[src/rtl/rcfq_pkg.sv]
// Shared types and codes for the CAN receive filter and frame queue.
package rcfq_pkg;

   localparam logic [1:0] FUNC_SET    = 2'd0;
   localparam logic [1:0] FUNC_REMOVE = 2'd1;
   localparam logic [1:0] FUNC_RX     = 2'd2;
   localparam logic [1:0] FUNC_READ   = 2'd3;

   localparam logic [2:0] ST_OK       = 3'd0;
   localparam logic [2:0] ST_ALREADY  = 3'd1;
   localparam logic [2:0] ST_FULL     = 3'd2;
   localparam logic [2:0] ST_NOTFOUND = 3'd3;
   localparam logic [2:0] ST_RXERR    = 3'd4;
   localparam logic [2:0] ST_FILTERED = 3'd5;
   localparam logic [2:0] ST_QUEUED   = 3'd6;
   localparam logic [2:0] ST_EMPTY    = 3'd7;

   typedef struct packed {
      logic [1:0]  func;
      logic [31:0] filter_id;
      logic [31:0] filter_mask;
      logic        rx_read_ok;
      logic        rx_extended;
      logic        rx_remote;
      logic [31:0] rx_id_bytes;
      logic [3:0]  rx_dlc;
      logic [63:0] rx_payload;
   } req_item_type;

   typedef struct packed {
      logic [2:0]  status;
      logic [2:0]  filter_slot;
      logic [31:0] frame_id;
      logic [3:0]  frame_len;
      logic [63:0] frame_payload;
      logic [4:0]  queued_count;
   } rsp_item_type;

   typedef enum logic [1:0] {
      FOP_SET,
      FOP_REMOVE,
      FOP_MATCH
   } filt_op_type;

   // Completion report of the filter table
   typedef struct packed {
      logic       done;
      logic       accept;
      logic [2:0] status;
      logic [2:0] slot;
   } filt_res_type;

   typedef struct packed {
      logic [31:0] id;
      logic [3:0]  len;
      logic [63:0] payload;
   } ring_entry_type;

endpackage

[src/rtl/rcfq_filter_table.sv]
// Acceptance filter table: id/mask memory, valid bits and a one-slot-per-cycle scan.
module rcfq_filter_table import rcfq_pkg::*; #(
   parameter int FILTER_SLOTS = 8
) (
   input  logic         clock,
   input  logic         reset,
   input  logic         start,
   input  filt_op_type  op,
   input  logic [31:0]  key_id,
   input  logic [31:0]  key_mask,
   output filt_res_type res
);

   localparam int IDX_W = (FILTER_SLOTS > 1) ? $clog2(FILTER_SLOTS) : 1;
   localparam logic [IDX_W-1:0] LAST_IDX = IDX_W'(FILTER_SLOTS - 1);

   typedef enum logic {S_IDLE, S_SCAN} state_type;

   state_type              state_ff;
   filt_op_type            op_ff;
   logic [31:0]            key_ff;
   logic [31:0]            mask_ff;
   logic [IDX_W-1:0]       cnt_ff;
   logic                   issue_ff;
   logic                   pend_ff;
   logic [IDX_W-1:0]       pend_idx_ff;
   logic [FILTER_SLOTS-1:0] valid_ff;
   filt_res_type           res_ff;

   logic [63:0]            mem [FILTER_SLOTS];
   logic [63:0]            rd_data_ff;

   filt_op_type            op_cur;
   logic [31:0]            key_cur;
   logic [31:0]            mask_cur;
   logic [31:0]            entry_id;
   logic [31:0]            entry_mask;
   logic                   cmp_hit;
   logic                   hit;
   logic                   any_valid;
   logic                   any_free;
   logic [IDX_W-1:0]       free_idx;
   logic                   finish;
   logic                   found;
   logic                   wr_en;
   filt_res_type           res_in;

   assign op_cur   = (state_ff == S_IDLE) ? op : op_ff;
   assign key_cur  = (state_ff == S_IDLE) ? key_id : key_ff;
   assign mask_cur = (state_ff == S_IDLE) ? key_mask : mask_ff;

   assign entry_id   = rd_data_ff[63:32];
   assign entry_mask = rd_data_ff[31:0];

   always_comb begin
      if (op_ff == FOP_MATCH) begin
         cmp_hit = (entry_mask & entry_id) == (entry_mask & key_ff);
      end else begin
         cmp_hit = (entry_id == key_ff);
      end
   end

   assign hit       = pend_ff && valid_ff[pend_idx_ff] && cmp_hit;
   assign any_valid = |valid_ff;
   assign any_free  = ~&valid_ff;

   // Lowest free slot
   always_comb begin
      free_idx = '0;
      for (int i = FILTER_SLOTS - 1; i >= 0; i--) begin
         if (!valid_ff[i]) begin
            free_idx = IDX_W'(i);
         end
      end
   end

   // An empty table needs no scan
   assign finish = (state_ff == S_IDLE) ? (start && !any_valid)
                                        : (pend_ff && (hit || pend_idx_ff == LAST_IDX));
   assign found  = (state_ff == S_SCAN) && hit;
   assign wr_en  = finish && (op_cur == FOP_SET) && !found && any_free;

   always_comb begin
      res_in        = '0;
      res_in.done   = finish;
      case (op_cur)
         FOP_SET: begin
            if (found) begin
               res_in.status = ST_ALREADY;
               res_in.slot   = 3'(pend_idx_ff);
            end else if (any_free) begin
               res_in.status = ST_OK;
               res_in.slot   = 3'(free_idx);
            end else begin
               res_in.status = ST_FULL;
            end
         end
         FOP_REMOVE: begin
            if (found) begin
               res_in.status = ST_OK;
               res_in.slot   = 3'(pend_idx_ff);
            end else begin
               res_in.status = ST_NOTFOUND;
            end
         end
         FOP_MATCH: begin
            res_in.accept = found || !any_valid;
         end
         default: begin
            res_in.status = ST_OK;
         end
      endcase
   end

   always_ff @(posedge clock) begin
      rd_data_ff <= mem[cnt_ff];
      if (wr_en) begin
         mem[free_idx] <= {key_cur, mask_cur};
      end
   end

   always_ff @(posedge clock) begin
      if (reset) begin
         state_ff <= S_IDLE;
         issue_ff <= 1'b0;
         pend_ff  <= 1'b0;
         valid_ff <= '0;
         res_ff   <= '0;
      end else begin
         res_ff <= res_in;
         case (state_ff)
            S_IDLE: begin
               if (start) begin
                  op_ff    <= op;
                  key_ff   <= key_id;
                  mask_ff  <= key_mask;
                  cnt_ff   <= '0;
                  pend_ff  <= 1'b0;
                  issue_ff <= any_valid;
                  if (any_valid) begin
                     state_ff <= S_SCAN;
                  end
               end
            end
            S_SCAN: begin
               pend_idx_ff <= cnt_ff;
               if (issue_ff && (cnt_ff != LAST_IDX)) begin
                  cnt_ff <= cnt_ff + 1'b1;
               end
               if (finish) begin
                  state_ff <= S_IDLE;
                  pend_ff  <= 1'b0;
                  issue_ff <= 1'b0;
               end else begin
                  pend_ff  <= issue_ff;
                  issue_ff <= issue_ff && (cnt_ff != LAST_IDX);
               end
            end
            default: begin
               state_ff <= S_IDLE;
            end
         endcase
         if (wr_en) begin
            valid_ff[free_idx] <= 1'b1;
         end
         if (finish && (op_cur == FOP_REMOVE) && found) begin
            valid_ff[pend_idx_ff] <= 1'b0;
         end
      end
   end

   assign res = res_ff;

endmodule

[src/rtl/rcfq_frame_ring.sv]
// Ring of received frames in one memory with write/read pointers and a fill count.
module rcfq_frame_ring import rcfq_pkg::*; #(
   parameter int RING_DEPTH = 16
) (
   input  logic                            clock,
   input  logic                            reset,
   input  logic                            push,
   input  ring_entry_type                  push_data,
   input  logic                            pop,
   output ring_entry_type                  pop_data,
   output logic [$clog2(RING_DEPTH+1)-1:0] count
);

   localparam int PTR_W = $clog2(RING_DEPTH);
   localparam int CNT_W = $clog2(RING_DEPTH + 1);
   localparam logic [PTR_W-1:0] LAST_PTR = PTR_W'(RING_DEPTH - 1);

   ring_entry_type   mem [RING_DEPTH];
   ring_entry_type   rd_data_ff;
   logic [PTR_W-1:0] wr_ptr_ff;
   logic [PTR_W-1:0] rd_ptr_ff;
   logic [CNT_W-1:0] count_ff;

   function automatic logic [PTR_W-1:0] next_ptr(input logic [PTR_W-1:0] p);
      return (p == LAST_PTR) ? '0 : p + 1'b1;
   endfunction

   always_ff @(posedge clock) begin
      if (push) begin
         mem[wr_ptr_ff] <= push_data;
      end
      rd_data_ff <= mem[rd_ptr_ff];
   end

   always_ff @(posedge clock) begin
      if (reset) begin
         wr_ptr_ff <= '0;
         rd_ptr_ff <= '0;
         count_ff  <= '0;
      end else begin
         if (push) begin
            wr_ptr_ff <= next_ptr(wr_ptr_ff);
         end
         if (pop) begin
            rd_ptr_ff <= next_ptr(rd_ptr_ff);
         end
         if (push && !pop) begin
            count_ff <= count_ff + 1'b1;
         end else if (pop && !push) begin
            count_ff <= count_ff - 1'b1;
         end
      end
   end

   assign pop_data = rd_data_ff;
   assign count    = count_ff;

endmodule

[src/rtl/can_rx_filter_and_frame_queue.sv]
// CAN receive path: id/mask acceptance filter table feeding a queue of received frames.
// Result strobe comes in the cycle after accept for an rx error or an empty read; a pop
// goes via T_POP and any filter request via the filter result register, where a non-empty
// table is scanned one slot per cycle up to a hit; busy stays high until the strobe cycle.
// One item at a time; the next item may be accepted in the strobe cycle. Reset clears
// filter valid bits, ring pointers and counts; memories need no clearing pass.
module can_rx_filter_and_frame_queue import rcfq_pkg::*; #(
   parameter int FILTER_SLOTS = 8,
   parameter int RING_DEPTH   = 16
) (
   input  logic         clock,
   input  logic         reset,
   input  logic         start,
   output logic         busy,
   input  req_item_type req_item,
   output logic         rsp_strobe,
   output rsp_item_type rsp_item
);

   localparam int CNT_W = $clog2(RING_DEPTH + 1);

   typedef enum logic [1:0] {T_IDLE, T_FILT, T_POP} state_type;

   state_type      state_ff;
   req_item_type   req_ff;
   logic [31:0]    id_ff;
   rsp_item_type   rsp_ff;
   logic           strobe_ff;

   state_type      state_in;
   req_item_type   req_in;
   logic [31:0]    id_in;
   rsp_item_type   rsp_in;
   logic           strobe_in;

   logic           accept;
   logic [31:0]    rx_id;
   logic [CNT_W-1:0] ring_count;
   logic           ring_full;
   logic           ring_empty;
   logic [4:0]     count5;
   logic [4:0]     count_inc5;
   logic           filt_start;
   filt_op_type    filt_op;
   logic [31:0]    filt_key;
   filt_res_type   filt_res;
   logic           push;
   logic           pop;
   ring_entry_type push_data;
   ring_entry_type pop_data;

   assign accept = start && (state_ff == T_IDLE);
   assign busy   = (state_ff != T_IDLE);

   // Rebuild the identifier, RTR in bit 30, EFF in bit 31
   always_comb begin
      if (req_item.rx_extended) begin
         rx_id = {1'b1, req_item.rx_remote, 1'b0, req_item.rx_id_bytes[31:3]};
      end else begin
         rx_id = {1'b0, req_item.rx_remote, 19'd0, req_item.rx_id_bytes[31:21]};
      end
   end

   assign ring_full  = (ring_count == CNT_W'(RING_DEPTH));
   assign ring_empty = (ring_count == '0);
   assign count5     = 5'(ring_count);
   assign count_inc5 = 5'(ring_count + 1'b1);

   always_comb begin
      filt_start = 1'b0;
      filt_op    = FOP_SET;
      filt_key   = req_item.filter_id;
      case (req_item.func)
         FUNC_SET: begin
            filt_start = accept;
         end
         FUNC_REMOVE: begin
            filt_start = accept;
            filt_op    = FOP_REMOVE;
         end
         FUNC_RX: begin
            filt_start = accept && req_item.rx_read_ok && !ring_full;
            filt_op    = FOP_MATCH;
            filt_key   = rx_id;
         end
         default: begin
            filt_start = 1'b0;
         end
      endcase
   end

   assign push = (state_ff == T_FILT) && filt_res.done && (req_ff.func == FUNC_RX) &&
                 filt_res.accept;
   assign pop  = accept && (req_item.func == FUNC_READ) && !ring_empty;

   assign push_data = {id_ff, req_ff.rx_dlc, req_ff.rx_payload};

   rcfq_filter_table #(
      .FILTER_SLOTS (FILTER_SLOTS)
   ) u_filter (
      .clock    (clock),
      .reset    (reset),
      .start    (filt_start),
      .op       (filt_op),
      .key_id   (filt_key),
      .key_mask (req_item.filter_mask),
      .res      (filt_res)
   );

   rcfq_frame_ring #(
      .RING_DEPTH (RING_DEPTH)
   ) u_ring (
      .clock     (clock),
      .reset     (reset),
      .push      (push),
      .push_data (push_data),
      .pop       (pop),
      .pop_data  (pop_data),
      .count     (ring_count)
   );

   always_comb begin
      state_in  = state_ff;
      strobe_in = 1'b0;
      req_in    = req_ff;
      id_in     = id_ff;
      rsp_in    = rsp_ff;
      case (state_ff)
         T_IDLE: begin
            if (accept) begin
               req_in              = req_item;
               id_in               = rx_id;
               rsp_in              = '0;
               rsp_in.queued_count = count5;
               case (req_item.func)
                  FUNC_SET, FUNC_REMOVE: begin
                     state_in = T_FILT;
                  end
                  FUNC_RX: begin
                     if (!req_item.rx_read_ok || ring_full) begin
                        rsp_in.status = ST_RXERR;
                        strobe_in     = 1'b1;
                     end else begin
                        state_in = T_FILT;
                     end
                  end
                  default: begin
                     if (ring_empty) begin
                        rsp_in.status = ST_EMPTY;
                        strobe_in     = 1'b1;
                     end else begin
                        state_in = T_POP;
                     end
                  end
               endcase
            end
         end
         T_FILT: begin
            if (filt_res.done) begin
               strobe_in = 1'b1;
               state_in  = T_IDLE;
               rsp_in    = '0;
               if (req_ff.func == FUNC_RX) begin
                  rsp_in.frame_id = id_ff;
                  if (filt_res.accept) begin
                     rsp_in.status       = ST_QUEUED;
                     rsp_in.queued_count = count_inc5;
                  end else begin
                     rsp_in.status       = ST_FILTERED;
                     rsp_in.queued_count = count5;
                  end
               end else begin
                  rsp_in.status       = filt_res.status;
                  rsp_in.filter_slot  = filt_res.slot;
                  rsp_in.queued_count = count5;
               end
            end
         end
         T_POP: begin
            // Ring count already reflects the pop
            strobe_in            = 1'b1;
            state_in             = T_IDLE;
            rsp_in.status        = ST_OK;
            rsp_in.filter_slot   = '0;
            rsp_in.frame_id      = pop_data.id;
            rsp_in.frame_len     = pop_data.len;
            rsp_in.frame_payload = pop_data.payload;
            rsp_in.queued_count  = count5;
         end
         default: begin
            state_in = T_IDLE;
         end
      endcase
   end

   always_ff @(posedge clock) begin
      if (reset) begin
         state_ff  <= T_IDLE;
         strobe_ff <= 1'b0;
      end else begin
         state_ff  <= state_in;
         strobe_ff <= strobe_in;
         req_ff    <= req_in;
         id_ff     <= id_in;
         rsp_ff    <= rsp_in;
      end
   end

   assign rsp_strobe = strobe_ff;
   assign rsp_item   = rsp_ff;

endmodule

[config.mk]
export PLATFORM = sky130hd
export DESIGN_NAME = can_rx_filter_and_frame_queue
export DESIGN_NICKNAME = d
export VERILOG_FILES = /design/src/rtl/rcfq_pkg.sv /design/src/rtl/rcfq_filter_table.sv /design/src/rtl/rcfq_frame_ring.sv /design/src/rtl/can_rx_filter_and_frame_queue.sv
export SDC_FILE = /design/constraint.sdc
export NUM_CORES = 2
export LEC_CHECK = 0
export BUFFER_PORTS_ARGS = -buffer_cell sky130_fd_sc_hd__buf_2
export CORE_MARGIN = 2
export CORE_UTILIZATION = 23
export CTS_BUF_LIST = sky130_fd_sc_hd__clkbuf_4 sky130_fd_sc_hd__clkbuf_8 sky130_fd_sc_hd__clkbuf_16
export DETAILED_ROUTE_END_ITERATION = 16
export GPL_TIMING_DRIVEN = 1
export PLACE_DENSITY = 0.34
export SYNTH_ARGS = -nofsm -noshare
export SYNTH_HDL_FRONTEND = slang
export SYNTH_HIERARCHICAL = 1
export SYNTH_SLANG_ARGS = --single-unit
[constraint.sdc]
create_clock -name clock -period 24.1 [get_ports clock]
set_input_delay 1.205 -clock clock [delete_from_list [all_inputs] [get_ports clock]]
set_output_delay 1.205 -clock clock [all_outputs]
set_load 0.05 [all_outputs]
==> insert_results.sql <==
INSERT INTO impl_metrics (metric_group, metric, value, unit) VALUES
('global_routing', 'gr-usage-all-layers', '0.132', ''),
('layout', 'finish.instance_area', '0.115', 'sq mm'),
('setup_path', 'slowest_delay', '0.65', 'ns'),
('layout', 'nets', '5046', ''),
('timing', 'rsz_0062_raised_after_global_routing', 'false', ''),
('route', 'vias', '45428', ''),
('route', 'wl', '285000', 'microns'),
('route', 'drt_first_iter_violations', '3445', ''),
('timing', 'setup_viol_count_final', '0', ''),
('power', 'max-vdd-ir-drop', '50.3', 'uV'),
('route', 'avgViaCountPerCell', '4.28', ''),
('route', 'route.detailed.drc', '0', ''),
('floorplan', 'i_o_pin_count', '285', ''),
('worst_hold_path', 'hold_class', 'primary input to register', ''),
('cts', 'cts.hold.buffers_added', '0', ''),
('global_routing', 'antenna_found_initial', '27', ''),
('cts', 'cts_root_buffer', 'clkbuf_16', ''),
('timing', 'maxSlewHeadroom', '0.198', ''),
('setup_path', 'wp_buf_inv', '6', ''),
('yosys', 'seq_area_frac_synth', '0.788', ''),
('timing', 'worst_clock_skew', '0.0719', 'ns'),
('cts', 'cts-buffers-inserted', '316', ''),
('route', 'ant_nets', '0', ''),
('timing', 'period_share', '0.195', ''),
('cts', 'post_cts_resized', '0', ''),
('placed_design', 'routabilityCongestion', '0.731', ''),
('setup_path', 'r2r_depth', '7', ''),
('yosys', 'synth_top_area_cell', 'edfxtp_1', ''),
('placed_design', 'io_buffers', '281', ''),
('route', 'routedWlPerCell', '26.8', 'microns'),
('cts', 'clock_tree_from_tritoncts', 'built', ''),
('timing', 'report.final.slew_viol_count', '0', ''),
('cts', 'clkLatencyLatePin', '0.93', 'ns'),
('setup_path', 'critical_path_required', '24.58', 'ns'),
('worst_hold_path', 'min_delay_path_depth', '1', ''),
('yosys', 'synthesis.yosys.warnings', '6', ''),
('power', 'p_per_area', '87.7', 'mW/mm^2'),
('yosys', 'syn_inst', '4369', ''),
('floorplan', 'core_area', '0.417', 'sq mm'),
('setup_path', 'critical_path_arrival', '5.19', 'ns'),
('worst_hold_path', 'hp-start', 'req_item[47]', ''),
('setup_path', 'timing.critical_path.to_type', 'register', ''),
('setup_path', 'path_max_fanout', '33', ''),
('floorplan', 'rows', '237', ''),
('global_routing', 'global_route_wire_length_before_repair', '396000', 'microns'),
('yosys', 'post_synth_instance_area', '0.0963', 'sq mm'),
('yosys', 'synth.avg_cell_area', '22.0', 'sq um'),
('yosys', 'largest_cells_by_area_after_synthesis', 'edfxtp_1 (75%), mux4_2 (12%), dfxtp_1 (4.1%)', ''),
('setup_path', 'timing.rr.end', 'u_ring/mem[2][62]$_DFFE_PP_', ''),
('floorplan', 'floorplan.die.height', '651', 'microns'),
('run_status', 'result_of_the_run', 'completed', ''),
('setup_path', 'crit_path_start_kind', 'primary input', ''),
('worst_hold_path', 'hold_path_end', 'push_data[47]$_DFFE_PP_', ''),
('floorplan', 'initial_core_util', '0.231', ''),
('layout', 'num-fill-cells', '41264', ''),
('timing', 'fin_tns_setup', '0', 'ns'),
('setup_path', 'reg2reg_slack', '19.44', 'ns'),
('yosys', 'yosys_register_bits', '2594', ''),
('layout', 'layout.cells.most_common', 'edfxtp_1', ''),
('yosys', 'synthDominantCellAreaShare', '0.747', ''),
('route', 'detail_route.first_pass.iterations', '6', ''),
('setup_path', 'crit_chain', 'buf_2 -> inv_1 -> nand2_2 -> buf_4 -> inv_1 -> mux2i_1 -> nand2_1 -> or2_2 -> nor2_4 -> nand3_1 -> nor3_2 -> buf_4 -> buf_4', ''),
('setup_path', 'crit_path_top_delay_cell', 'buf_4', ''),
('global_routing', 'pin_count_of_the_biggest_net_entering_global_routing', '131', ''),
('cts', 'ctsHtreeMaxLevel', '5', ''),
('cts', 'cts-root-to-sink-buffers', '4', ''),
('power', 'p_leak', '36.0', 'nW'),
('yosys', 'synth-main-ff-cell', 'edfxtp_1', ''),
('floorplan', 'chipWidth', '651', 'microns'),
('setup_path', 'worstSetupPathType', 'primary input to register', ''),
('yosys', 'synth_async_sr_flop_share', '0', '');
metal layers:
layer	share of wire	wire length (microns)	global-route usage
met1	0.44	125000	0.174
met2	0.51	144000	0.228
met3	0.035	10100	0.0199
met4	0.020	5560	0.0290
met5	0.00013	36	0
stage by stage:
step / hold WS [ns] / setup WS, ns / power, mW / std cells / util
finish: 0.452 / 19.39 / 10.1 / 10626 / 0.276
global route: 0.372 / 19.06 / 10.5 / 10621 / 0.276
CTS: 0.340 / 19.33 / 10.3 / 10618 / 0.276
detailed placement: 0.497 / 18.43 / 5.40 / 10034 / 0.251
global placement: 0.494 / 18.45 / 5.39 / 10034 / 0.251
floorplan: 0.455 / 4.58 / 5.26 / 4384 / -
registers in the layout (all words and copies together), names as in the netlist, 3 cells and up:
register and cells:
id_ff 31, u_ring/pop_data 100, u_filter/pend_idx_ff 3, u_filter/key_ff 32, u_ring/mem 1600, u_ring/wr_ptr_ff 4, u_ring/count 5, u_filter/valid_ff 8
u_filter/mem 512, u_filter/cnt_ff 3, u_filter/res 7, rsp_item 111, push_data 68, u_filter/rd_data_ff 64, u_ring/rd_ptr_ff 4, u_filter/mask_ff 32
where the power goes:
group	total [mW]	leakage [nW]	switching, mW	internal [mW]
Sequential	5.03	23.3	0.0545	4.97
Combinational	0.263	7.36	0.190	0.0730
Clock	4.81	5.32	1.90	2.91
Total	10.1	36.0	2.15	7.96
cell usage after synthesis (22+ instances only):
cell type  instances
nor2_1            44
edfxtp_1        2396
clkbuf_1         101
xor2_1            35
nor2b_1           43
mux2_2           173
and2_1           111
buf_1             47
nor4_1            25
buf_6             22
nand2_1          150
a22oi_1          244
buf_2             33
dfxtp_1          198
mux4_2           528
worst reg2reg max path: cells and delay by family, from the launching register on:
kind	cells	cell delay, ns
flip-flops	1	0.37
AND/OR/NAND/NOR	3	1.75
buffers and inverters	3	1.75
adder cells (fa/ha/maj)	1	0.42
logic make-up (layout without fill, tap and decap cells):
group	Yosys count	count (layout)	share of synthesized area
mux	712	712	0.145
fa+ha+maj	19	19	0.00255
xor+xnor	36	36	0.00327
compound gates	323	323	0.0251
simple gates	450	450	0.0244
flops	2594	2594	0.788
buf+inv	233	970	0.0117
other cells	2	25	0.0000780
worst max path at each step:
stage	from	to	slack (ns)	depth (start not counted)
2_1_floorplan	reset	rsp_item[0]$_DFFE_PP_	4.58	1
3_3_place_gp	req_item[167]	u_filter/mem[1][61]$_DFFE_PP_	18.45	13
3_5_place_dp	req_item[167]	u_filter/mem[1][61]$_DFFE_PP_	18.43	13
4_1_cts	state_ff[1]$_SDFFE_PP0P_	u_ring/mem[2][62]$_DFFE_PP_	19.33	7
5_1_grt	req_item[167]	u_filter/mem[1][61]$_DFFE_PP_	19.06	13
6_report	req_item[167]	u_filter/mem[1][61]$_DFFE_PP_	19.39	13
layout make-up:
type | count | area (sq um) | share of cell area
Clock inverter | 131 | 1360 | 0.0118
Clock buffer | 453 | 9230 | 0.0801
Multi-Input combinational cell | 1557 | 19500 | 0.169
Inverter | 19 | 71.3 | 0.000619
Timing Repair Buffer | 367 | 2210 | 0.0192
Antenna cell | 8 | 20.0 | 0.000174
Tap cell | 5497 | 6880 | 0.0597
Sequential cell | 2594 | 75900 | 0.659
Power figures use the tool's default switching activity.
